==> src/design/ecs_pkg.sv <==
`timescale 1ns / 1ps
package ecs_pkg;

    // default number of event slots
    localparam int SLOT_COUNT_DEF = 6;

    localparam int COUNT_W = 31;
    localparam int SLOT_W  = 3;

    // configuration register indexes
    localparam logic CFG_RELOAD_SLOT   = 1'b0;
    localparam logic CFG_RELOAD_PERIOD = 1'b1;

    typedef enum logic [1:0] {
        FN_ARM     = 2'd0,
        FN_CANCEL  = 2'd1,
        FN_ADVANCE = 2'd2,
        FN_QUERY   = 2'd3
    } t_func_e;

    typedef enum logic [1:0] {
        RK_FIRED = 2'd0,
        RK_NEXT  = 2'd1,
        RK_NONE  = 2'd2
    } t_kind_e;

    typedef enum logic [1:0] {
        ST_IDLE,
        ST_SCAN,
        ST_FIN
    } t_state_e;

    // one result item on its way to the output register
    typedef struct packed {
        t_kind_e             kind;
        logic [SLOT_W-1:0]   slot;
        logic [COUNT_W-1:0]  dur;
        logic                last;
    } t_res;

endpackage

==> src/design/event_countdown_scheduler_top.sv <==
`timescale 1ns / 1ps
// channel   direction  handshake             payload
// s         in         i_s_tvalid/o_s_tready tuser func, tdata slot+amount
// m         out        o_m_tvalid/i_m_tready tuser kind, tdata slot+duration, tlast
// cfg       in         i_cfg_we              i_cfg_addr, i_cfg_wdata
//
// arm and cancel are done in the idle state; advance and query walk through the count RAM
// one slot per cycle while a stalled output does not hold the scan.
// reset is synchronous active low; it idles all slots, the count RAM needs no clearing.
// a stalled output holds the scan while a second fired result waits to be pushed.
module event_countdown_scheduler_top import ecs_pkg::*; #(
    parameter int SLOT_COUNT = SLOT_COUNT_DEF
) (
    input  logic        i_clk,
    input  logic        i_rst_n,
    input  logic        i_s_tvalid,
    output logic        o_s_tready,
    input  logic [39:0] i_s_tdata,   // slot[2:0], amount[33:3], zero pad
    input  logic [1:0]  i_s_tuser,   // func[1:0]
    output logic        o_m_tvalid,
    input  logic        i_m_tready,
    output logic [39:0] o_m_tdata,   // fired_slot[2:0], next_duration[33:3], zero pad
    output logic [1:0]  o_m_tuser,   // result_kind[1:0]
    output logic        o_m_tlast,
    input  logic        i_cfg_we,
    input  logic        i_cfg_addr,
    input  logic [30:0] i_cfg_wdata
);

    localparam int AW = (SLOT_COUNT > 1) ? $clog2(SLOT_COUNT) : 1;

    logic               we, re, push, can_push;
    logic [AW-1:0]      waddr, raddr;
    logic [COUNT_W-1:0] wdata, rdata;
    t_res               res;

    // sequencer and slot flags
    ecs_ctrl #(.SLOT_COUNT(SLOT_COUNT)) u_ctrl (
        .i_clk       (i_clk),
        .i_rst_n     (i_rst_n),
        .i_valid     (i_s_tvalid),
        .o_ready     (o_s_tready),
        .i_func      (t_func_e'(i_s_tuser)),
        .i_slot      (i_s_tdata[2:0]),
        .i_amount    (i_s_tdata[33:3]),
        .i_cfg_we    (i_cfg_we),
        .i_cfg_addr  (i_cfg_addr),
        .i_cfg_wdata (i_cfg_wdata),
        .o_we        (we),
        .o_waddr     (waddr),
        .o_wdata     (wdata),
        .o_re        (re),
        .o_raddr     (raddr),
        .i_rdata     (rdata),
        .o_push      (push),
        .o_res       (res),
        .i_can_push  (can_push)
    );

    // remaining counts
    ecs_ram #(.WIDTH(COUNT_W), .DEPTH(SLOT_COUNT)) u_cnt_ram (
        .i_clk   (i_clk),
        .i_we    (we),
        .i_waddr (waddr),
        .i_wdata (wdata),
        .i_re    (re),
        .i_raddr (raddr),
        .o_rdata (rdata)
    );

    // output register
    ecs_outbuf u_outbuf (
        .i_clk      (i_clk),
        .i_rst_n    (i_rst_n),
        .i_push     (push),
        .i_res      (res),
        .o_can_push (can_push),
        .o_m_tvalid (o_m_tvalid),
        .i_m_tready (i_m_tready),
        .o_m_tdata  (o_m_tdata),
        .o_m_tuser  (o_m_tuser),
        .o_m_tlast  (o_m_tlast)
    );

endmodule

==> src/design/ecs_ram.sv <==
`timescale 1ns / 1ps
module ecs_ram #(
    parameter int WIDTH = 31,
    parameter int DEPTH = 6,
    localparam int AW = (DEPTH > 1) ? $clog2(DEPTH) : 1
) (
    input  logic             i_clk,
    input  logic             i_we,
    input  logic [AW-1:0]    i_waddr,
    input  logic [WIDTH-1:0] i_wdata,
    input  logic             i_re,
    input  logic [AW-1:0]    i_raddr,
    output logic [WIDTH-1:0] o_rdata
);

    logic [WIDTH-1:0] r_mem [DEPTH];
    logic [WIDTH-1:0] r_rdata;

    // one write port, one registered read port
    always_ff @(posedge i_clk) begin
        if (i_we) begin
            r_mem[i_waddr] <= i_wdata;
        end
        if (i_re) begin
            r_rdata <= r_mem[i_raddr];
        end
    end

    assign o_rdata = r_rdata;

endmodule

==> src/design/ecs_outbuf.sv <==
`timescale 1ns / 1ps
module ecs_outbuf import ecs_pkg::*; (
    input  logic        i_clk,
    input  logic        i_rst_n,
    input  logic        i_push,
    input  t_res        i_res,
    output logic        o_can_push,
    output logic        o_m_tvalid,
    input  logic        i_m_tready,
    output logic [39:0] o_m_tdata,
    output logic [1:0]  o_m_tuser,
    output logic        o_m_tlast
);

    logic r_vld;
    t_res r_res;

    assign o_can_push = !r_vld || i_m_tready;

    // valid flag of the output register
    always_ff @(posedge i_clk) begin
        if (!i_rst_n) begin
            r_vld <= 1'b0;
        end else if (o_can_push) begin
            r_vld <= i_push;
        end
    end

    // payload, loaded only on a push
    always_ff @(posedge i_clk) begin
        if (o_can_push && i_push) begin
            r_res <= i_res;
        end
    end

    assign o_m_tvalid = r_vld;
    assign o_m_tdata  = {6'd0, r_res.dur, r_res.slot};
    assign o_m_tuser  = r_res.kind;
    assign o_m_tlast  = r_res.last;

endmodule

==> src/design/ecs_ctrl.sv <==
`timescale 1ns / 1ps
module ecs_ctrl import ecs_pkg::*; #(
    parameter int SLOT_COUNT = SLOT_COUNT_DEF,
    localparam int AW = (SLOT_COUNT > 1) ? $clog2(SLOT_COUNT) : 1
) (
    input  logic               i_clk,
    input  logic               i_rst_n,
    // input item
    input  logic               i_valid,
    output logic               o_ready,
    input  t_func_e            i_func,
    input  logic [SLOT_W-1:0]  i_slot,
    input  logic [COUNT_W-1:0] i_amount,
    // configuration
    input  logic               i_cfg_we,
    input  logic               i_cfg_addr,
    input  logic [COUNT_W-1:0] i_cfg_wdata,
    // count memory
    output logic               o_we,
    output logic [AW-1:0]      o_waddr,
    output logic [COUNT_W-1:0] o_wdata,
    output logic               o_re,
    output logic [AW-1:0]      o_raddr,
    input  logic [COUNT_W-1:0] i_rdata,
    // result push
    output logic               o_push,
    output t_res               o_res,
    input  logic               i_can_push
);

    localparam int CW = $clog2(SLOT_COUNT + 1);
    localparam logic [CW-1:0] LAST_IDX = CW'(SLOT_COUNT);

    t_state_e            r_state, n_state;
    t_func_e             r_func, n_func;
    logic [COUNT_W-1:0]  r_amount, n_amount;
    logic [COUNT_W-1:0]  r_best, n_best;
    logic [CW-1:0]       r_rd_idx, n_rd_idx;
    logic                r_ev_vld, n_ev_vld;
    logic [AW-1:0]       r_ev_idx, n_ev_idx;
    logic [SLOT_COUNT-1:0] r_armed, n_armed;
    logic                r_pend_vld, n_pend_vld;
    logic [AW-1:0]       r_pend_slot, n_pend_slot;
    logic [SLOT_W-1:0]   r_reload_slot;
    logic [COUNT_W-1:0]  r_reload_period;

    logic in_range;
    logic ev_armed;
    logic fire;
    logic stall;
    logic issue;
    logic reload_hit;

    assign in_range   = ({1'b0, i_slot} < 4'(SLOT_COUNT));
    assign ev_armed   = r_ev_vld && r_armed[r_ev_idx];
    assign fire       = ev_armed && (r_func == FN_ADVANCE) && (i_rdata <= r_amount);
    assign stall      = fire && r_pend_vld && !i_can_push;
    assign issue      = (r_rd_idx < LAST_IDX) && !stall;
    assign reload_hit = (SLOT_W'(r_ev_idx) == r_reload_slot) && (r_reload_period != '0);

    // configuration registers
    always_ff @(posedge i_clk) begin
        if (!i_rst_n) begin
            r_reload_slot   <= '0;
            r_reload_period <= '0;
        end else if (i_cfg_we) begin
            unique case (i_cfg_addr)
                CFG_RELOAD_SLOT:   r_reload_slot   <= i_cfg_wdata[SLOT_W-1:0];
                CFG_RELOAD_PERIOD: r_reload_period <= i_cfg_wdata;
                default:           r_reload_slot   <= r_reload_slot;
            endcase
        end
    end

    // control state
    always_ff @(posedge i_clk) begin
        if (!i_rst_n) begin
            r_state    <= ST_IDLE;
            r_ev_vld   <= 1'b0;
            r_armed    <= '0;
            r_pend_vld <= 1'b0;
            r_rd_idx   <= '0;
        end else begin
            r_state    <= n_state;
            r_ev_vld   <= n_ev_vld;
            r_armed    <= n_armed;
            r_pend_vld <= n_pend_vld;
            r_rd_idx   <= n_rd_idx;
        end
    end

    // item payload and scan registers
    always_ff @(posedge i_clk) begin
        r_func      <= n_func;
        r_amount    <= n_amount;
        r_best      <= n_best;
        r_ev_idx    <= n_ev_idx;
        r_pend_slot <= n_pend_slot;
    end

    // sequencer: idle, slot scan with read-modify-write, final result
    always_comb begin
        n_state     = r_state;
        n_func      = r_func;
        n_amount    = r_amount;
        n_best      = r_best;
        n_rd_idx    = r_rd_idx;
        n_ev_vld    = r_ev_vld;
        n_ev_idx    = r_ev_idx;
        n_armed     = r_armed;
        n_pend_vld  = r_pend_vld;
        n_pend_slot = r_pend_slot;
        o_ready     = 1'b0;
        o_we        = 1'b0;
        o_waddr     = r_ev_idx;
        o_wdata     = '0;
        o_re        = 1'b0;
        o_raddr     = r_rd_idx[AW-1:0];
        o_push      = 1'b0;
        o_res.kind  = RK_FIRED;
        o_res.slot  = SLOT_W'(r_pend_slot);
        o_res.dur   = '0;
        o_res.last  = 1'b0;

        unique case (r_state)
            ST_IDLE: begin
                o_ready = 1'b1;
                if (i_valid) begin
                    unique case (i_func)
                        FN_ARM: begin
                            if (in_range) begin
                                o_we    = 1'b1;
                                o_waddr = i_slot[AW-1:0];
                                o_wdata = i_amount;
                                n_armed[i_slot[AW-1:0]] = 1'b1;
                            end
                        end
                        FN_CANCEL: begin
                            if (in_range) begin
                                n_armed[i_slot[AW-1:0]] = 1'b0;
                            end
                        end
                        FN_ADVANCE, FN_QUERY: begin
                            n_func     = i_func;
                            n_amount   = i_amount;
                            n_best     = i_amount;
                            n_rd_idx   = '0;
                            n_ev_vld   = 1'b0;
                            n_pend_vld = 1'b0;
                            n_state    = ST_SCAN;
                        end
                        default: n_state = ST_IDLE;
                    endcase
                end
            end

            ST_SCAN: begin
                if (!stall) begin
                    // next read issue
                    o_re     = issue;
                    n_ev_vld = issue;
                    n_ev_idx = r_rd_idx[AW-1:0];
                    if (issue) begin
                        n_rd_idx = r_rd_idx + CW'(1);
                    end
                    // evaluate the slot whose count has just been read
                    if (ev_armed) begin
                        if (r_func == FN_QUERY) begin
                            if (i_rdata < r_best) begin
                                n_best = i_rdata;
                            end
                        end else if (fire) begin
                            o_push      = r_pend_vld;
                            n_pend_vld  = 1'b1;
                            n_pend_slot = r_ev_idx;
                            if (reload_hit) begin
                                o_we    = 1'b1;
                                o_wdata = r_reload_period;
                            end else begin
                                n_armed[r_ev_idx] = 1'b0;
                            end
                        end else begin
                            o_we    = 1'b1;
                            o_wdata = i_rdata - r_amount;
                        end
                    end
                    if (!r_ev_vld && (r_rd_idx == LAST_IDX)) begin
                        n_state = ST_FIN;
                    end
                end
            end

            ST_FIN: begin
                o_res.last = 1'b1;
                if (r_func == FN_QUERY) begin
                    o_res.kind = RK_NEXT;
                    o_res.slot = '0;
                    o_res.dur  = r_best;
                end else if (!r_pend_vld) begin
                    o_res.kind = RK_NONE;
                    o_res.slot = '0;
                end
                if (i_can_push) begin
                    o_push  = 1'b1;
                    n_state = ST_IDLE;
                end
            end

            default: n_state = ST_IDLE;
        endcase
    end

endmodule

==> config.mk <==
export PLATFORM = sky130hd
export DESIGN_NAME = event_countdown_scheduler_top
export DESIGN_NICKNAME = d
export VERILOG_FILES = /design/src/design/ecs_pkg.sv /design/src/design/event_countdown_scheduler_top.sv /design/src/design/ecs_ram.sv /design/src/design/ecs_outbuf.sv /design/src/design/ecs_ctrl.sv
export SDC_FILE = /design/constraint.sdc
export NUM_CORES = 1
export LEC_CHECK = 0
export BUFFER_PORTS_ARGS = -buffer_cell sky130_fd_sc_hd__buf_4
export CELL_PAD_IN_SITES_DETAIL_PLACEMENT = 1
export CELL_PAD_IN_SITES_GLOBAL_PLACEMENT = 1
export CORE_UTILIZATION = 50
export CTS_CLUSTER_DIAMETER = 60
export CTS_CLUSTER_SIZE = 25
export DETAILED_ROUTE_END_ITERATION = 10
export PLACE_DENSITY = 0.91
export SETUP_SLACK_MARGIN = 0.02
export SKIP_LAST_GASP = 1
export SYNTH_ARGS = -nofsm -noshare
export SYNTH_HDL_FRONTEND = slang
export SYNTH_SLANG_ARGS = --single-unit
==> constraint.sdc <==
create_clock -name i_clk -period 6.9 [get_ports i_clk]
set_input_delay 0 -clock i_clk [delete_from_list [all_inputs] [get_ports i_clk]]
set_output_delay 0 -clock i_clk [all_outputs]
set_load 0.005 [all_outputs]
==> flow_summary.json <==
{
  "status": "completed",
  "numClockSinks": 372,
  "ys_warn_count": 0,
  "synth_edf_count": 324,
  "final_layout_size_suffix_gt1_share_pct": 17.3,
  "start_util_pct": 51.2,
  "numCtsBuffers": 27,
  "hold_viol": 0,
  "hold_class": "in2reg",
  "h-tree-depth": 1,
  "critPathMaxFanout": 19,
  "grt_use_total_pct": 36.6,
  "crit_path_start_kind": "flip-flop",
  "path_class": "reg2reg",
  "worstMarginPinSlew_ps": 1340,
  "p_leak_nw": 7.36,
  "placed_cell_area_mm2": 0.0187,
  "fin_worst_skew_ps": 26.0,
  "finalMaxSlewViolations": 0,
  "netlist_area_mm2": 0.0173,
  "ys_seq_area_share_pct": 61.6,
  "vdd_drop_max_v": 0.000191,
  "setup_viol": 0,
  "cts_tree": "built",
  "synth_ff_type": "edfxtp_1",
  "met1_usage_pct": 43.0,
  "maxCapViolCount": 0,
  "clock_latency_ps": 580,
  "synthCells": 1366,
  "drc": 0,
  "use_met3_pct": 9.48,
  "cp_data_required_time_ps": 7120,
  "grt_max_degree": 57,
  "busiest_layer": "met2",
  "port_buffers": 111,
  "syn-mean-instance-area_um2": 12.7,
  "wl_per_cell_um": 32.2,
  "drt_iter0_drc": 1988,
  "syn_to_final_growth_pct": 17.3,
  "synth_cell_types": 78,
  "fin_crit_ps": 5030,
  "nets": 1685,
  "nFillCells": 3293,
  "endpoint_kind": "flip-flop",
  "final_area_mm2": 0.0204,
  "routed_wl_um": 64600,
  "ys_ff_latch": 372,
  "synth_async_sr_flop_share_pct": 0,
  "rows": 67,
  "via_per_inst": 6.84,
  "clock_path_buffers": 3,
  "drt_first_pass_iters": 7,
  "yosysTopAreaCellShare_pct": 56.1,
  "die_area_mm2": 0.0354,
  "hpwl_um": 34800,
  "rsz0062_at_grt": "no",
  "critPathArrivalTime_ps": 5260,
  "max_freq_mhz": 199,
  "fin_crit_sh_pct": 72.9,
  "setup_tns_ps": 0,
  "die_y_um": 188,
  "fp.dieW_um": 188,
  "cts-root-buf": "clkbuf_16",
  "vias": 13700,
  "cts_resized": 0,
  "yosys-top-cells-area": "edfxtp_1 56%, dfxtp_1 5.5%, ha_1 4.8%",
  "gr-usage-met2_pct": 59.3,
  "ios": 124,
  "yosys.area.top_type": "edfxtp_1",
  "overflow": 0,
  "slew_headroom_pct": 10.5,
  "ant_nets": 0,
  "antenna_found_initial": 5,
  "power_density_mw_per_mm2": 317,
  "core_mm2": 0.0339,
  "path_clk_slew_ps": 100,
  "post_cts_buffers": 0,
  "grt_pass1_vias": 14500,
  "grt_pass1_wl_um": 95400,
  "cts_hold_buf": 73,
  "gp_congestion": 0.906
}
[where the power goes]
part           total [W]  switching [W]  internal [W]
logic            0.00178        0.00112      0.000655
clock network    0.00182       0.000963      0.000857
registers        0.00286       0.000194       0.00266
[synth_stat cells, types with 4 or more instances]
master / n
edfxtp_1: 324
nand2_1: 147
a21oi_1: 114
inv_1: 79
nor2_1: 78
ha_1: 66
dfxtp_1: 48
o21ai_0: 48
clkbuf_1: 45
and2_1: 41
mux2i_1: 36
mux2_2: 32
mux4_2: 31
o22ai_1: 26
a21o_1: 18
xnor2_1: 16
nand3_1: 14
nand4_1: 13
a31oi_1: 12
nand2b_1: 12
xor2_1: 11
nor3_1: 10
buf_4: 9
and3_1: 8
nor2b_1: 8
nor4_1: 8
a211oi_1: 6
o211ai_1: 6
a211o_1: 5
buf_2: 5
or3_1: 5
a221o_1: 4
buf_1: 4
o21a_1: 4
o21ai_1: 4
o31ai_1: 4
[metrics by stage]
stage | utilization (%) | hold slack [ps] | worst slack (ps) | cells | power, W
final | 60.1 | 43.9 | 1870 | 2009 | 0.00645
after global placement | 55.1 | 210 | 2630 | 1885 | 0.00428
after floorplan | - | 98.9 | 1440 | 1371 | 0.00386
after detailed placement | 55.1 | 208 | 2510 | 1885 | 0.00439
after global routing | 60.1 | 49.2 | 1860 | 2009 | 0.00658
after CTS | 60.1 | 12.5 | 2340 | 2007 | 0.00622
[area by class of cell]
| class | instances | area, µm² | area share, % |
|---|---|---|---|
| clock inverters | 20 | 287 | 1.41 |
| well taps | 448 | 561 | 2.75 |
| inverters | 80 | 300 | 1.48 |
| repair buffers | 204 | 1710 | 8.42 |
| flip-flops and latches | 372 | 10700 | 52.5 |
| multi-input cells | 854 | 6110 | 30.0 |
| clock buffers | 29 | 683 | 3.36 |
| diodes | 2 | 5.00 | 0.0246 |
[sequential cells by signal (all words and copies together), names as in the netlist, named ones only]
signal and flops:
u_ctrl.r_reload_period 31, u_outbuf.o_m_tdata 34, u_ctrl.o_raddr 3, u_ctrl.r_ev_vld 1
u_outbuf.o_m_tlast 1, u_cnt_ram.o_rdata 31, u_cnt_ram.r_mem 186, u_ctrl.r_reload_slot 3
u_outbuf.o_m_tvalid 1, u_outbuf.o_m_tuser 2, u_ctrl.r_best 31, u_ctrl.r_state 2
u_ctrl.r_pend_vld 1, u_ctrl.r_func 2, u_ctrl.r_amount 31, u_ctrl.r_pend_slot 3
u_ctrl.r_ev_idx 3
[path summary, 6_finish.rpt]
check / from / end / slack, ps / cells after the start
max reg2reg: u_cnt_ram.o_rdata[3]$_DFFE_PP_ / u_cnt_ram.o_rdata[26]$_DFFE_PP_ / 1870 / 10
min: i_cfg_we / u_ctrl.r_reload_slot[1]$_SDFFE_PN0P_ / 40 / 4
max: u_cnt_ram.o_rdata[3]$_DFFE_PP_ / u_cnt_ram.o_rdata[26]$_DFFE_PP_ / 1870 / 10
min reg2reg: u_ctrl.r_reload_period[29]$_SDFFE_PN0P_ / u_ctrl.r_reload_period[29]$_SDFFE_PN0P_ / 530 / 2
[worst max-delay path: stages, from the launching register on]
cell and delay, ps:
edfxtp_1 470, ha_1 410, nand2_1 210, a211o_1 390, a211o_1 360, a311oi_4 550, o211ai_2 330, and2_1 320
a21oi_2 290, and2_1 800, buf_4 520
[cells by family (layout without fill, tap and decap cells)]
group | after synthesis | count (layout) | share of synthesized area, %
AO/OA/AOI/OAI | 291 | 291 | 10.6
AND/OR/NAND/NOR | 364 | 364 | 9.97
buffers and inverters | 145 | 333 | 3.42
XOR/XNOR | 27 | 27 | 1.36
multiplexers | 99 | 99 | 8.18
adder cells (fa/ha/maj) | 67 | 67 | 4.88
flip-flops | 372 | 372 | 61.6
other | 1 | 8 | 0.0216
[placed cells by master (no fill, tap or decap), drive strengths merged, types with 8 or more instances in the layout]
cell | netlist | routed
buf | 19 | 131
ha | 66 | 66
a31oi | 12 | 12
nor3 | 11 | 11
mux4 | 31 | 31
and3 | 9 | 9
nor4 | 8 | 8
nor2 | 79 | 79
xor2 | 11 | 11
mux2i | 36 | 36
nor2b | 8 | 8
nand2b | 12 | 12
o22ai | 26 | 26
a21oi | 116 | 116
mux2 | 32 | 32
inv | 79 | 89
edfxtp | 324 | 324
a21o | 18 | 18
o21ai | 52 | 52
and2 | 41 | 41
xnor2 | 16 | 16
nand4 | 13 | 13
dfxtp | 48 | 48
nand2 | 147 | 147
dlygate4sd3 | 0 | 73
clkbuf | 46 | 29
nand3 | 15 | 15
[metal layers]
| layer | vias up | wire [µm] |
|---|---|---|
| met3 | 391 | 7390 |
| met4 | 6 | 5150 |
| met1 | 6683 | 21600 |
| li1 | 5429 | - |
| met2 | 1223 | 30400 |
| met5 | - | 80 |
(Power assumes the default switching activity.)
